<file path="src/sv/swm_pkg.sv">
// Package for the sliding-window min/max/mean block.
// Holds sizes, derived widths and the control struct shared by the cell row.
// No dependencies.
package swm_pkg;

  // Window depth and sample width
  localparam int unsigned WINDOW_MAX  = 64;
  localparam int unsigned SAMPLE_BITS = 32;

  // Derived widths
  localparam int unsigned SLOT_BITS  = $clog2(WINDOW_MAX);
  localparam int unsigned COUNT_BITS = $clog2(WINDOW_MAX + 1);
  localparam int unsigned SUM_BITS   = SAMPLE_BITS + SLOT_BITS;
  localparam int unsigned STEP_BITS  = $clog2(SUM_BITS);
  localparam int unsigned LEN_BITS   = 7;

  // Stream payload widths, padded to whole bytes
  localparam int unsigned IN_BITS  = 2 * SAMPLE_BITS;
  localparam int unsigned IN_BYTES = (IN_BITS + 7) / 8;
  localparam int unsigned RES_BITS = 6 * SAMPLE_BITS + COUNT_BITS;
  localparam int unsigned OUT_BYTES = (RES_BITS + 7) / 8;
  localparam int unsigned OUT_PAD  = 8 * OUT_BYTES - RES_BITS;

  // Per-cycle command to every cell of the row
  typedef struct packed {
    logic shift_in;  // take the neighbour on the newer side
    logic rotate;    // take the neighbour on the older side
  } cell_ctl_t;

endpackage

</file>
<file path="src/sv/swm_div.sv">
// Bit-serial restoring divider: window sum by sample count, one bit a cycle.
// Raises done_o after the last quotient bit; uses swm_pkg.
module swm_div (
  input  logic                               clk_i,
  input  logic                               rst_ni,
  input  logic                               start_i,
  input  logic [swm_pkg::SUM_BITS-1:0]       dividend_i,
  input  logic [swm_pkg::COUNT_BITS-1:0]     divisor_i,
  output logic                               done_o,
  output logic [swm_pkg::SAMPLE_BITS-1:0]    quotient_o
);

  logic                              busy_q, busy_d;
  logic                              done_q, done_d;
  logic [swm_pkg::STEP_BITS-1:0]     cnt_q, cnt_d;
  logic [swm_pkg::COUNT_BITS-1:0]    rem_q, rem_d;
  logic [swm_pkg::SUM_BITS-1:0]      quo_q, quo_d;
  logic [swm_pkg::COUNT_BITS-1:0]    dsr_q, dsr_d;
  logic [swm_pkg::COUNT_BITS:0]      rem_sh;
  logic [swm_pkg::COUNT_BITS:0]      rem_sub;

  // One restoring step: remainder stays below the divisor
  always_comb begin
    rem_sh  = {rem_q, quo_q[swm_pkg::SUM_BITS-1]};
    rem_sub = rem_sh - {1'b0, dsr_q};
    busy_d  = busy_q;
    done_d  = 1'b0;
    cnt_d   = cnt_q;
    rem_d   = rem_q;
    quo_d   = quo_q;
    dsr_d   = dsr_q;
    if (start_i) begin
      busy_d = 1'b1;
      cnt_d  = swm_pkg::STEP_BITS'(swm_pkg::SUM_BITS - 1);
      rem_d  = '0;
      quo_d  = dividend_i;
      dsr_d  = divisor_i;
    end else if (busy_q) begin
      if (rem_sh >= {1'b0, dsr_q}) begin
        rem_d = rem_sub[swm_pkg::COUNT_BITS-1:0];
        quo_d = {quo_q[swm_pkg::SUM_BITS-2:0], 1'b1};
      end else begin
        rem_d = rem_sh[swm_pkg::COUNT_BITS-1:0];
        quo_d = {quo_q[swm_pkg::SUM_BITS-2:0], 1'b0};
      end
      cnt_d = cnt_q - 1'b1;
      if (cnt_q == '0) begin
        busy_d = 1'b0;
        done_d = 1'b1;
      end
    end
  end

  // Control state
  always_ff @(posedge clk_i or negedge rst_ni) begin
    if (!rst_ni) begin
      busy_q <= 1'b0;
      done_q <= 1'b0;
    end else begin
      busy_q <= busy_d;
      done_q <= done_d;
    end
  end

  // Datapath
  always_ff @(posedge clk_i) begin
    cnt_q <= cnt_d;
    rem_q <= rem_d;
    quo_q <= quo_d;
    dsr_q <= dsr_d;
  end

  assign done_o     = done_q;
  assign quotient_o = quo_q[swm_pkg::SAMPLE_BITS-1:0];

endmodule

</file>
<file path="config.mk">
export PLATFORM = sky130hd
export DESIGN_NAME = swm_div
export DESIGN_NICKNAME = d
export VERILOG_FILES = /design/src/sv/swm_pkg.sv /design/src/sv/swm_div.sv
export SDC_FILE = /design/constraint.sdc
export NUM_CORES = 1
export LEC_CHECK = 0
export BUFFER_PORTS_ARGS = -buffer_cell sky130_fd_sc_hd__buf_4
export CAP_MARGIN = 20
export CORE_MARGIN = 4
export CORE_UTILIZATION = 45
export DETAILED_ROUTE_END_ITERATION = 12
export GPL_TIMING_DRIVEN = 0
export PLACE_DENSITY = 0.7
export SLEW_MARGIN = 20
export SYNTH_ARGS = -nofsm -noshare
export SYNTH_HDL_FRONTEND = slang
export SYNTH_SLANG_ARGS = --single-unit
</file>
<file path="constraint.sdc">
create_clock -name clk_i -period 5.1 [get_ports clk_i]
set_input_delay 1.53 -clock clk_i [delete_from_list [all_inputs] [get_ports clk_i]]
set_output_delay 1.53 -clock clk_i [all_outputs]
set_load 0.05 [all_outputs]
</file>
# Yosys cells after proc, flatten, opt, wreduce, memory -nomap -nowiden
# Cells that the tools add are included.
# classes
n_lt_le_gt_ge	1
n_reduce_logical	2
addsub	2
mux	10
# ops
operator	n
38-bit 2-to-1 mux	2
8-bit by 7-bit greater-or-equal comparator with 1-bit output	1
1-bit 2-to-1 mux	7
7-bit 2-to-1 mux	1
7-bit subtractor	1
6-bit zero test	1
6-bit by 1-bit subtractor with 6-bit output (second input constant)	1
2-bit nonzero test	1
# word_totals
output_inout_bits	33
input_bits	48
register_bits	60
elab_cells	21

# Depth between registers and ports, before layout
# logic_depth
ltp_word	4
ltp_mapped	8

# Worst setup path before layout
# Ideal clock, no wire load.
# synth_path
path_kind	input to register
start	in start_i
end	reg quo_q[0] (netlist name), enable pin
setup_ns	0.393
path_slack_ns	1.749
stages	4
t_arrival_ns	2.958
cell_sequence	clkbuf_1 clkbuf_1 nor2_1 inv_1
# synth_between
elab_chain_cells	1
# synth_rtl
item	line_no	source
start, declared	swm_div.sv:6	input logic start_i,
2-bit nonzero test (no source line)	--	
end signal, assigned	swm_div.sv:69	quo_q <= quo_d;
end, declared	swm_div.sv:17	logic [swm_pkg::SUM_BITS-1:0] quo_q, quo_d;
# No other way between the ends.
# A chain may end at the register's enable or synchronous reset.

# Worst setup path after layout
# layout_path
start	in start_i
end	reg quo_q[15] (netlist name), enable pin
# Same word-level chain as after synthesis.

==> metrics.txt <==
DRT Pass-1 Iters 4; Hold Fails Final Rpt 0; Setup-failing EPs final 0; Post-Syn Area between 3000 and 4000 sq um; FF-to-FF path depth 8; CTS tree yes; Top FF cell, synth edfxtp_1; library cells used by synthesis 36; switching share of total power 31.9%; Sequential Power Share roughly 39%; # DRC 0; Root Buffer Master clkbuf_8; Max Freq ~340 MHz; IO buf count 80; Most Crowded Layer GR met2; die area roughly 8200 sq um; routed wire length about 6 mm; status finished clean; count of state elements after synthesis 60; initial antenna violation count 0; remaining antenna violation count after routing 0; sequential area share after synthesis 53.9%; Syn Area/Cell roughly 12 sq um; Routed WL per cell 14.4 microns; core region area about 6500 sq um; worst vdd ir 0.245 mV; Int Power around 1.1 mW; Hold Startpoint rem_q[6]; GR Util met1 between 10% and 20%; YS warnings 0; crit path from start_i; fin crit share around 58%; WP data arrival 2980 ps; Rows 29; TritonCTS Buffers 9; R2R Path Start quo_q[37]; DP HPWL roughly 4.4 mm; Post-synth EDFFs 45; worst hold path class reg -> reg; RSZ-0062 raised after global routing false; max incr delay on CP 430 ps; WHS between 400 and 500 ps; Die H roughly 90 microns; Worst-Skew Late Latency 330 ps; clock sinks 60; Worst Hold Depth 2; Startpoint Class input pin; hold_buf cts 0; share of layout cells above drive strength 1 between 50% and 60%; Leak Pwr about 1.7 nW; Post-Synth Adder-Cell Area around 4.3%; H-tree levels 3; Final Skew 7.52 ps; post-synthesis compound-gate area fraction ~5.2%; global-route wire length before repair just over 10 mm; P_sw between 0.5 and 0.6 mW; Slew headroom 61.1%; Cells after Synth between 200 and 250; detailed router's first-iteration violation count between 70 and 80; largest net degree at the start of global routing 36; met2 usage 24.2%; number of global-route vias before repair between 2000 and 2500; total power draw 1.62 mW; All-Layer GR Usage about 15%; minimum clock period 2960 ps; Clock power frac ~28%; Slew Limit Fails 0; DR vias/cell 4.96; Placer Congestion about 0.78; simple-gate share of the synthesized area a little over a tenth; clock transition at the registers of the reported paths 70 ps; power per standard cell area just over 400 nW/um^2; type of the worst setup path in -> reg; endpoint class of the critical path flop; area grow syn2layout 30.0%; largest family of logic cells by synthesized area multiplexers; crit-path cells buf_4, clkbuf_1, clkbuf_1, nor2_1, inv_2, buf_12; mux cell area share after synthesis 14.6%; CP required around 5100 ps; asr flop ratio synth under 10%; cts repair resizes 0; effective utilization at floorplan between 40% and 50%; TNS Setup 0 ps; CP Max Fanout 35; # IOs a little over 80; maxcap violations 0; ANT cells 0; nets 398; combinational power share ~32%; Net Count, Synth roughly 300; total number of vias roughly 2100; clk buf depth 2; Post-CTS Setup Bufs 0; Synth Area in XOR/XNOR roughly 1.1%; Die W ~91 microns; GR Overflow Total 0; worst slew pin tran slightly below 600 ps; crit-path most repeated cell clkbuf_1; Critical-path top delay cell clkbuf_1; M3 GR Usage 9.08%
-- metal layers --
layer	up-vias	part of all wire (%)
met3	9	9.4
li1	1040	-
met4	0	0.91
met5	-	0
met1	985	43
met2	60	47
-- cells in the mapped netlist (2+ instances only) --
cell type	n	area share, %
a21oi_1	4	0.65
ha_1	9	3.6
a311oi_1	3	0.85
dfrtp_1	2	1.6
clkbuf_1	8	0.97
nor2_1	19	2.3
o21ai_0	4	0.65
nor3_1	4	0.65
inv_1	13	1.6
nor3b_1	3	0.73
xnor2_1	2	0.57
nand2b_1	8	1.6
or3_1	5	1.0
dfxtp_1	13	8.4
mux2_2	39	14
a211oi_1	3	0.73
nand2_1	11	1.3
buf_4	32	7.8
edfxtp_1	45	44
xor2_1	2	0.57
nor4b_1	2	0.57
a311oi_2	2	0.97
nand3_1	2	0.32
-- metrics by stage --
step                      utilization [%]  cell area [sq um]  std cells  setup WS [ps]
final                                61.7               4010        422           2140
after global routing                 61.7               4010        422           1970
after CTS                            61.7               4010        422           2120
after detailed placement             58.5               3800        406           1760
after global placement               58.2               3780        405            982
after floorplan                         -               3090        248           1750
-- cell type report --
cell class,count,area (sq um)
inverter,13,48.8
fill,527,2480
tap,77,96.3
buffer,40,270
clock buffer,11,131
clock inverter,5,76.3
sequential,60,1660
multi-input combinational,135,1100
timing repair buffer,81,621
-- power groups by stage --
stage / Sequential (mW) / Clock [mW] / Combinational, mW
2_1_floorplan: 0.633 / 0 / 0.398
3_3_place_gp: 0.645 / 0 / 0.513
3_5_place_dp: 0.646 / 0 / 0.523
4_1_cts: 0.637 / 0.468 / 0.526
5_1_grt: 0.645 / 0.496 / 0.567
6_report: 0.636 / 0.458 / 0.522
-- state kept, by name, indices dropped and copies added (netlist names) --
signal / flops
quo_q: 38
done_o: 1
rem_q: 7
dsr_q: 7
busy_q: 1
cnt_q: 6
-- logic make-up after synthesis --
| family | after synthesis |
|---|---|
| compound gates | 20 |
| xor+xnor | 4 |
| fa+ha+maj | 10 |
| buf+inv | 53 |
| flops | 60 |
| mux | 40 |
| simple gates | 61 |
-- worst paths after layout --
check                                  to  slack (ps)
worst max-delay path            quo_q[15]        2140
worst min-delay path             rem_q[6]         500
worst max register to register   rem_q[4]        2780
worst min register to register   rem_q[6]         500
max in group asynchronous          busy_q        4050
min in group asynchronous          done_o         970
-- critical path, delay by kind of cell --
family | cells | cell delay (ps)
AND/OR/NAND/NOR | 1 | 130
buffers and inverters | 5 | 1310
-- layout by cell type, fill, tap and decap left out, types with 4 or more instances in the layout --
master / synthesis / final
mux2_2: 39 / 39
clkbuf_8: 0 / 9
or3_1: 5 / 5
nand2_1: 11 / 11
a21oi_1: 4 / 4
o21ai_0: 4 / 4
edfxtp_1: 45 / 45
nand2b_1: 8 / 8
inv_1: 13 / 12
ha_1: 9 / 9
nor2_1: 19 / 19
nor3_1: 4 / 4
dfxtp_1: 13 / 13
clkbuf_1: 8 / 10
buf_4: 32 / 112
Note: power is estimated with default switching activity, not from simulation.
