[src/sv/swm_pkg.sv]
// Package for the sliding-window min/max/mean block.
// Holds sizes, derived widths and the control struct shared by the cell row.
// No dependencies.
package swm_pkg;

  // Window depth and sample width
  localparam int unsigned WINDOW_MAX  = 64;
  localparam int unsigned SAMPLE_BITS = 32;

  // Derived widths
  localparam int unsigned SLOT_BITS  = $clog2(WINDOW_MAX);
  localparam int unsigned COUNT_BITS = $clog2(WINDOW_MAX + 1);
  localparam int unsigned SUM_BITS   = SAMPLE_BITS + SLOT_BITS;
  localparam int unsigned STEP_BITS  = $clog2(SUM_BITS);
  localparam int unsigned LEN_BITS   = 7;

  // Stream payload widths, padded to whole bytes
  localparam int unsigned IN_BITS  = 2 * SAMPLE_BITS;
  localparam int unsigned IN_BYTES = (IN_BITS + 7) / 8;
  localparam int unsigned RES_BITS = 6 * SAMPLE_BITS + COUNT_BITS;
  localparam int unsigned OUT_BYTES = (RES_BITS + 7) / 8;
  localparam int unsigned OUT_PAD  = 8 * OUT_BYTES - RES_BITS;

  // Per-cycle command to every cell of the row
  typedef struct packed {
    logic shift_in;  // take the neighbour on the newer side
    logic rotate;    // take the neighbour on the older side
  } cell_ctl_t;

endpackage

[src/sv/swm_cell.sv]
// One window cell: holds a duration and an interval sample.
// Shifts in a newer sample or rotates an older one in; uses swm_pkg.
module swm_cell (
  input  logic                               clk_i,
  input  swm_pkg::cell_ctl_t                 ctl_i,
  input  logic [swm_pkg::SAMPLE_BITS-1:0]    prev_dur_i,
  input  logic [swm_pkg::SAMPLE_BITS-1:0]    prev_int_i,
  input  logic [swm_pkg::SAMPLE_BITS-1:0]    next_dur_i,
  input  logic [swm_pkg::SAMPLE_BITS-1:0]    next_int_i,
  output logic [swm_pkg::SAMPLE_BITS-1:0]    dur_o,
  output logic [swm_pkg::SAMPLE_BITS-1:0]    int_o
);

  logic [swm_pkg::SAMPLE_BITS-1:0] dur_q, dur_d;
  logic [swm_pkg::SAMPLE_BITS-1:0] int_q, int_d;

  // Select source for this cycle
  always_comb begin
    dur_d = dur_q;
    int_d = int_q;
    if (ctl_i.shift_in) begin
      dur_d = prev_dur_i;
      int_d = prev_int_i;
    end else if (ctl_i.rotate) begin
      dur_d = next_dur_i;
      int_d = next_int_i;
    end
  end

  // Payload only, no reset
  always_ff @(posedge clk_i) begin
    dur_q <= dur_d;
    int_q <= int_d;
  end

  assign dur_o = dur_q;
  assign int_o = int_q;

endmodule

[config.mk]
export PLATFORM = sky130hd
export DESIGN_NAME = swm_cell
export DESIGN_NICKNAME = d
export VERILOG_FILES = /design/src/sv/swm_pkg.sv /design/src/sv/swm_cell.sv
export SDC_FILE = /design/constraint.sdc
export NUM_CORES = 1
export LEC_CHECK = 0
export BUFFER_PORTS_ARGS = -buffer_cell sky130_fd_sc_hd__buf_4
export CAP_MARGIN = 15
export CORE_ASPECT_RATIO = 1.1
export CORE_UTILIZATION = 45
export DETAILED_ROUTE_END_ITERATION = 12
export PLACE_DENSITY_LB_ADDON = 0.05
export SYNTH_ARGS = -nofsm -noshare
export SYNTH_HDL_FRONTEND = slang
export SYNTH_SLANG_ARGS = --single-unit
export TNS_END_PERCENT = 50
[constraint.sdc]
create_clock -name clk_i -period 5.8 [get_ports clk_i]
set_clock_uncertainty 0.15 [all_clocks]
set_input_delay 0.58 -clock clk_i [delete_from_list [all_inputs] [get_ports clk_i]]
set_output_delay 0.58 -clock clk_i [all_outputs]
set_load 0.01 [all_outputs]
==> Word-level counts from Yosys, hierarchy flattened <==
Cells that the tools add are included.
{ "word_totals": {"wordCells": 7, "reg_bits": 64, "output_inout_bits": 64, "in_bits": 131} }
{ "classes": {"n_reduce_logical": 1, "mux": 4} }
{ "ops": {"columns": ["cell", "count"], "rows": [
  ["$mux 32", 4],
  ["$reduce_bool 2->1", 1]
]} }

==> Longest topological paths before layout <==
Gate-level depths: netlist of run 1.
{ "logic_depth": {"word_depth": 2, "depth_mapped": 3} }

==> Worst setup path after synthesis of run 1 <==
OpenSTA, ideal clock, no wires.
{ "synth_path": {"path_kind": "input to register", "from": "input port ctl_i[1] (netlist bit)", "to": "register dur_q, in the netlist dur_o[0] (enable)", "slack_ns": 2.896, "arrival_ns": 2.329, "path_stages": 3, "cell_sequence": "buf_6 buf_6 or2_1"} }
{ "synth_via": {"elab_chain_cells": 1} }
{ "synth_lines": {"columns": ["item", "line_no", "source"], "rows": [
  ["start, declared", "swm_cell.sv:5", "input swm_pkg::cell_ctl_t ctl_i,"],
  ["$reduce_bool 2->1 (no line)", null, null],
  ["end signal, assigned", "swm_cell.sv:32", "dur_q <= dur_d;"],
  ["end, declared", "swm_cell.sv:14", "logic [swm_pkg::SAMPLE_BITS-1:0] dur_q, dur_d;"]
]} }
No other way between the ends.
A chain may end at the register's enable or synchronous reset.

==> Worst setup path after layout of run 1 <==
{ "layout_path": {"from": "input port ctl_i[1] (netlist bit)", "to": "register int_q, in the netlist int_o[19] (enable)"} }
{ "layout_via": {"elab_chain_cells": 1} }
{ "layout_lines": {"columns": ["item", "line_no", "source"], "rows": [
  ["$reduce_bool 2->1 (no line)", null, null],
  ["end signal, assigned", "swm_cell.sv:33", "int_q <= int_d;"],
  ["end, declared", "swm_cell.sv:15", "logic [swm_pkg::SAMPLE_BITS-1:0] int_q, int_d;"]
]} }
No other way between the ends.

==> flow_summary.json, run 1 <==
{
  "topRoutingLayerUsed": "met4",
  "post-route-period-util": 0.419,
  "critical_path.slowest_cell": "buf_4",
  "synth_top_family_by_area": "multiplexers",
  "synth_mux_area_frac": 0.311,
  "cp-start-kind": "primary input",
  "h-tree-depth": 3,
  "hold_class": "primary input to flip-flop",
  "synthDistinctLibCells": 6,
  "critical_path.endpoint": "int_o[19]",
  "hold_violations": 0,
  "synth_compound_area_frac": 0,
  "wire_per_inst_um": 15.0,
  "crit_cells": 3,
  "synth-seq-area-share": 0.661,
  "drt-initial-drc-count": 80,
  "vdd_drop_max_mv": 0.147,
  "critPathTopFamily": "buffers and inverters",
  "syn2layout_area_growth_pct": 57.5,
  "met1Wirelength_mm": 2.10,
  "setup_violations": 0,
  "syn_inst": 136,
  "grt_max_degree": 66,
  "fillers": 428,
  "synthAdderAreaFrac": 0,
  "fp.dieH_um": 86.3,
  "ctsHoldBuffers": 0,
  "worstSetupStartpoint": "ctl_i[1]",
  "drive_gt1_frac": 0.800,
  "max_cap_viol_count": 0,
  "routed-wl-met3_um": 628,
  "slew_headroom": 0.306,
  "row_count": 30,
  "diodes": 0,
  "cts_root_buf": "clkbuf_8",
  "cp.arrival_ns": 2.24,
  "core-area_mm2": 0.00619,
  "synth_top_cells_by_area": "edfxtp_1 (66%), mux2_4 (25%), mux2_2 (5.8%)",
  "path_common_cell": "buf_4",
  "cts_buffers": 9,
  "multiInputGateArea_um2": 911,
  "cts_resized": 0,
  "yosys.area_share.simple": 0.00215,
  "globalRouteOverflowTotal": 0,
  "yosys.area.top_type": "edfxtp_1",
  "clock_path_buffers": 2,
  "critPathRequiredTime_ns": 5.61,
  "drtPass1Iterations": 4,
  "p_leak_nw": 2.14,
  "synth_xor_area_frac": 0,
  "gp_congestion": 0.675,
  "cts_tree": "yes",
  "worst_slew_pin_slew_ns": 1.04,
  "path_clk_slew_ns": 0.06,
  "setup-tns-final_ns": 0,
  "nets": 466,
  "fin_crit_ns": 2.43,
  "timing.critical_path.cells": "buf_4, or2_2, buf_4",
  "power_density_mw_per_mm2": 257,
  "status": "completed",
  "num_vias": 1978,
  "slowest_delay_ns": 0.76,
  "syn_area_mm2": 0.00291,
  "cp_max_fo": 65,
  "end_kind": "flip-flop",
  "cp.buffers_inverters": 2,
  "avgSynthCellArea_um2": 21.4,
  "drc_errors": 0,
  "via_per_inst": 4.71,
  "clock.fmax_mhz": 411,
  "synth_top_area_share": 0.661,
  "die_area_mm2": 0.00678,
  "wl_mm": 6.31,
  "wl_met2_mm": 3.35,
  "seq_area_mm2": 0.00192,
  "detail-route-antenna-nets": 0,
  "initial_core_util": 0.469,
  "io_buffers": 194,
  "yosys_warnings": 0,
  "grt_pass1_vias": 1978,
  "rsz0062_at_grt": "no",
  "die_w_um": 78.6,
  "syn-num-nets": 267,
  "utilization": 0.739,
  "io_pins": 195,
  "drv_slew": 0,
  "cts_setup_buffers": 0,
  "critPathKind": "primary input to flip-flop",
  "grt_use_total": 0.188,
  "yosys_register_bits": 64,
  "antenna_found_initial": 0,
  "cts_num_sinks": 64,
  "grt_first_pass_wirelength_mm": 9.24
}
cells in the final DEF, fill, tap and decap left out:
cell,synthesis,layout
or2_2,0,1
edfxtp_1,64,64
clkbuf_1,0,2
buf_4,0,195
bufinv_16,0,1
mux2_2,15,15
clkbuf_8,0,9
clkinv_2,0,2
clkinv_1,0,2
mux2_4,49,49
cells by family after synthesis:
family	after synthesis
buffers and inverters	7
and+or+nand+nor	1
muxes	64
DFF	64
worst min-delay path by stage:
stage | startpoint | end | slack [ns] | cells past startpoint
6_report | next_dur_i[21] | dur_o[21] | 0.40 | 2
3_5_place_dp | prev_int_i[16] | int_o[16] | 0.73 | 2
5_1_grt | next_int_i[17] | int_o[17] | 0.38 | 2
4_1_cts | prev_int_i[24] | int_o[24] | 0.38 | 2
2_1_floorplan | prev_dur_i[0] | dur_o[0] | 0.65 | 1
3_3_place_gp | prev_dur_i[11] | dur_o[11] | 0.73 | 2
metrics by stage:
step	setup slack (ns)	power, mW	area (um2)	std cells	hold WS [ns]
final	3.37	1.17	4580	420	0.402
after global routing	3.24	1.23	4580	420	0.383
after CTS	3.34	1.19	4580	420	0.382
after detailed placement	2.99	0.844	4400	404	0.733
after global placement	2.98	0.839	4400	404	0.731
after floorplan	2.90	0.693	2910	136	0.647
metal layers:
| layer | up-vias | track usage |
|---|---|---|
| met5 | - | 0 |
| met4 | 0 | 0.136 |
| met3 | 18 | 0.0611 |
| met2 | 124 | 0.330 |
| met1 | 904 | 0.186 |
| li1 | 932 | - |
registers in the layout (all words and copies together), names as in the netlist:
register,cells
dur_o,32
int_o,32
cell type report:
type | instances | share of cell area
Sequential cell | 64 | 0.420
Tap cell | 80 | 0.0219
Timing Repair Buffer | 195 | 0.320
Clock inverter | 5 | 0.0104
Multi-Input combinational cell | 65 | 0.199
Clock buffer | 11 | 0.0287
where the power goes:
group	total (mW)	internal [mW]	switching (mW)
clock	0.344	0.194	0.150
combinational	0.248	0.161	0.0872
sequential	0.582	0.568	0.0135
synthesized netlist by cell type:
master / count
buf_2: 1
buf_6: 6
edfxtp_1: 64
mux2_2: 15
mux2_4: 49
or2_1: 1
Note: power is estimated with default switching activity, not from simulation.
==> inputs of run 2 (changes only) <==
--- a/config.mk
+++ b/config.mk
@@ -8,7 +8,7 @@
 export BUFFER_PORTS_ARGS = -buffer_cell sky130_fd_sc_hd__buf_4
 export CAP_MARGIN = 15
 export CORE_ASPECT_RATIO = 1.1
-export CORE_UTILIZATION = 45
+export CORE_UTILIZATION = 42
 export DETAILED_ROUTE_END_ITERATION = 12
 export PLACE_DENSITY_LB_ADDON = 0.05
 export SYNTH_ARGS = -nofsm -noshare
==> constraint.sdc (replaced) <==
create_clock -name clk_i -period 2.5 [get_ports clk_i]
set_clock_uncertainty 0.15 [all_clocks]
set_input_delay 0.25 -clock clk_i [delete_from_list [all_inputs] [get_ports clk_i]]
set_output_delay 0.25 -clock clk_i [all_outputs]
set_load 0.01 [all_outputs]
==> flow_summary.json, run 2 (same netlist as run 1, synthesis figures left out) <==
{
  "status": "completed",
  "cts_root_buf": "clkbuf_8",
  "drc_errors": 0,
  "gp_congestion": 0.701,
  "drive_gt1_frac": 0.798,
  "whs_ns": 0.0687,
  "wl_mm": 6.74,
  "final_common_cell": "buf_4",
  "power_frac_comb": 0.222,
  "slew_headroom": 0.713,
  "fp.dieH_um": 89.2,
  "cts_setup_buffers": 0,
  "p_sw_mw": 0.576,
  "drt-initial-drc-count": 37,
  "hold_depth": 2,
  "grt_max_degree": 36,
  "fin_crit_ns": 1.31,
  "ctsHoldBuffers": 0,
  "cts_num_sinks": 64,
  "dp.cells": 410,
  "dpl_cell_area_mm2": 0.00444,
  "post-route-cell-area_mm2": 0.00458,
  "end_kind": "flip-flop",
  "grt_use_total": 0.184,
  "cp.arrival_ns": 1.24,
  "grt_pass1_vias": 1962,
  "critPathKind": "primary input to flip-flop",
  "cts_resized": 0,
  "io_buffers": 194,
  "max_cap_viol_count": 0,
  "core-area_mm2": 0.00663,
  "grt_first_pass_wirelength_mm": 9.34,
  "die_area_mm2": 0.00725,
  "hold_class": "primary input to flip-flop",
  "cp-start-kind": "primary input",
  "diodes": 0,
  "drv_slew": 0,
  "num_vias": 1996,
  "row_count": 31,
  "via_per_inst": 4.71,
  "antenna_found_initial": 0,
  "switching_share": 0.221,
  "initial_core_util": 0.438,
  "post-route-period-util": 0.525,
  "cp_max_fo": 19,
  "clock.fmax_mhz": 761,
  "path_clk_slew_ns": 0.06,
  "worst_slew_pin_slew_ns": 0.431,
  "hold_violations": 0,
  "pwr-share-clk": 0.260,
  "dpl_worst_slack_ns": 0.845,
  "io_pins": 195,
  "utilization": 0.691,
  "layout_common_cells": "buf_4 (198), edfxtp_1 (64), mux2_4 (49)",
  "globalRouteOverflowTotal": 0,
  "rsz0062_at_grt": "no",
  "layout_setup_ws_ns": 1.19,
  "vdd_drop_max_mv": 0.330,
  "nets": 470,
  "final_cell_count_no_fill": 424,
  "detail-route-antenna-nets": 0,
  "power_density_mw_per_mm2": 570,
  "die_w_um": 81.3,
  "setup-tns-final_ns": 0,
  "cts_tree": "yes",
  "power_frac_seq": 0.518,
  "clock_path_buffers": 2,
  "hpwl_mm": 5.34,
  "fillers": 482,
  "syn2layout_area_growth_pct": 57.8,
  "h-tree-depth": 3,
  "setup_violations": 0,
  "drtPass1Iterations": 4,
  "p_int_mw": 2.03,
  "critPathRequiredTime_ns": 2.43,
  "wire_per_inst_um": 15.9,
  "p_total_mw": 2.61,
  "p_leak_nw": 2.15,
  "cts_buffers": 9
}
[run 2: cell types whose count changed in the layout (fill, tap and decap cells not counted)]
cell,change
clkinv_1,+1
buf_4,+3
buf_12,+1
bufinv_16,-1
clkinv_2,-2
[run 2: power by group through the flow]
stage               combinational, mW  sequential (mW)  clock (mW)
floorplan                       0.167             1.44           0
global placement                0.579             1.37           0
detailed placement              0.587             1.38           0
CTS                             0.589             1.35       0.704
global route                    0.618             1.36       0.747
finish                          0.580             1.35       0.679
[run 2: cell type report]
type	count	area, um2	area share
clock inverter	3	11.3	0.00246
timing repair buffer	199	1510	0.329
clock buffer	11	131	0.0287
tap	82	103	0.0224
multi-input combinational	65	911	0.199
sequential	64	1920	0.419
[run 2: path summary, 6_finish.rpt]
| path | slack, ns | endpoint | start |
|---|---|---|---|
| hold / removal | 0.07 | int_o[14] | prev_int_i[14] |
| setup / recovery | 1.19 | int_o[3] | ctl_i[1] |
[run 2: routing by layer]
metal,GRT usage,up-vias,share of wire
met5,0,-,0
met4,0.110,0,0.028
met1,0.176,926,0.31
li1,-,938,-
met2,0.324,116,0.55
met3,0.0806,16,0.11
[run 2: worst max-delay path: stages]
cell,delay [ns]
buf_4,0.29
buf_4,0.33
mux2_2,0.36
==> inputs of run 3 (changes only) <==
==> constraint.sdc (replaced) <==
create_clock -name clk_i -period 1.3 [get_ports clk_i]
set_clock_uncertainty 0.15 [all_clocks]
set_input_delay 0.13 -clock clk_i [delete_from_list [all_inputs] [get_ports clk_i]]
set_output_delay 0.13 -clock clk_i [all_outputs]
set_load 0.01 [all_outputs]
==> flow_summary.json, run 3 <==
{
  "status": "stopped before the end",
  "failed_stage": "4_1_cts",
  "error": "[ERROR RSZ-0060] Max buffer count reached.",
  "fp.dieH_um": 89.2,
  "yosys_warnings": 0,
  "io_pins": 195,
  "avgSynthCellArea_um2": 21.4,
  "syn_area_mm2": 0.00291,
  "synth_commonest_cells": "edfxtp_1 (64), mux2_4 (49), mux2_2 (15)",
  "synth_top_area_share": 0.661,
  "h-tree-depth": 3,
  "synth-seq-area-share": 0.661,
  "yosysMostFrequentCell": "edfxtp_1",
  "clock_path_buffers": 2,
  "dp.cells": 413,
  "initial_core_util": 0.438,
  "io_buffers": 194,
  "dpl_cell_area_mm2": 0.00450,
  "cts_resized": 0,
  "cts_num_sinks": 64,
  "async_flop_share": 0,
  "ys.flop_type": "edfxtp_1",
  "synthDistinctLibCells": 6,
  "cts_buffers": 9,
  "row_count": 31,
  "synth_edf_count": 64,
  "ctsHoldBuffers": 101,
  "cts_root_buf": "clkbuf_8",
  "cts_setup_buffers": 0,
  "syn-num-nets": 267,
  "yosys_register_bits": 64,
  "syn_inst": 136,
  "gp_congestion": 0.735,
  "synth_top_cells_by_area": "edfxtp_1 (66%), mux2_4 (25%), mux2_2 (5.8%)",
  "die_w_um": 81.3,
  "yosys.area.top_type": "edfxtp_1"
}
-- run 3: cell counts after synthesis --
Identical to the previous run, type by type.
-- run 3: per-stage QoR --
step / TNS (ns) / setup slack, ns / util
after global placement: 0 / 0.0174 / 0.679
after detailed placement: -0.00706 / -0.00597 / 0.679
after floorplan: -9.34 / -0.146 / -
-- run 3: cells by family after synthesis --
kind of cell / count (synthesis) / share of synthesized area
mux: 64 / 0.311
flops: 64 / 0.661
buf+inv: 7 / 0.0250
simple gates: 1 / 0.00215
==> inputs of run 4 (changes only) <==
--- a/config.mk
+++ b/config.mk
@@ -7,10 +7,9 @@
 export LEC_CHECK = 0
 export BUFFER_PORTS_ARGS = -buffer_cell sky130_fd_sc_hd__buf_4
 export CAP_MARGIN = 15
-export CORE_ASPECT_RATIO = 1.1
-export CORE_UTILIZATION = 42
+export CORE_UTILIZATION = 37
 export DETAILED_ROUTE_END_ITERATION = 12
-export PLACE_DENSITY_LB_ADDON = 0.05
+export PLACE_DENSITY_LB_ADDON = 0.15
 export SYNTH_ARGS = -nofsm -noshare
 export SYNTH_HDL_FRONTEND = slang
 export SYNTH_SLANG_ARGS = --single-unit
==> flow_summary.json, run 4 <==
{
  "fp.dieH_um": 90.6,
  "syn_area_mm2": 0.00291,
  "cts_setup_buffers": 0,
  "avgSynthCellArea_um2": 21.4,
  "status": "stopped before the end",
  "h-tree-depth": 3,
  "async_flop_share": 0,
  "synthDistinctLibCells": 6,
  "cts_buffers": 9,
  "row_count": 31,
  "ys.flop_type": "edfxtp_1",
  "yosys_warnings": 0,
  "die_w_um": 90.6,
  "dpl_worst_slack_ns": -0.0000966,
  "cts_root_buf": "clkbuf_8",
  "yosysMostFrequentCell": "edfxtp_1",
  "ctsHoldBuffers": 101,
  "cts_num_sinks": 64,
  "synth_top_area_share": 0.661,
  "yosys_register_bits": 64,
  "hpwl_mm": 5.28,
  "dpl_cell_area_mm2": 0.00454,
  "initial_core_util": 0.392,
  "failed_stage": "4_1_cts",
  "yosys.area.top_type": "edfxtp_1",
  "clock_path_buffers": 2,
  "cts_resized": 0,
  "synth_commonest_cells": "edfxtp_1 (64), mux2_4 (49), mux2_2 (15)",
  "io_pins": 195,
  "error": "[ERROR RSZ-0060] Max buffer count reached.",
  "syn_inst": 136,
  "synth_top_cells_by_area": "edfxtp_1 (66%), mux2_4 (25%), mux2_2 (5.8%)",
  "synth_edf_count": 64,
  "syn-num-nets": 267,
  "io_buffers": 194,
  "gp_congestion": 0.721,
  "synth-seq-area-share": 0.661
}
## run 4: kinds of logic after synthesis
family / synth area share
buf+inv: 0.0250
flops: 0.661
mux: 0.311
simple gates: 0.00215
## run 4: stage by stage
step           utilization  hold WS, ns  cells
3_3_place_gp         0.613        0.281    430
3_5_place_dp         0.613        0.283    430
2_1_floorplan            -        0.197    136
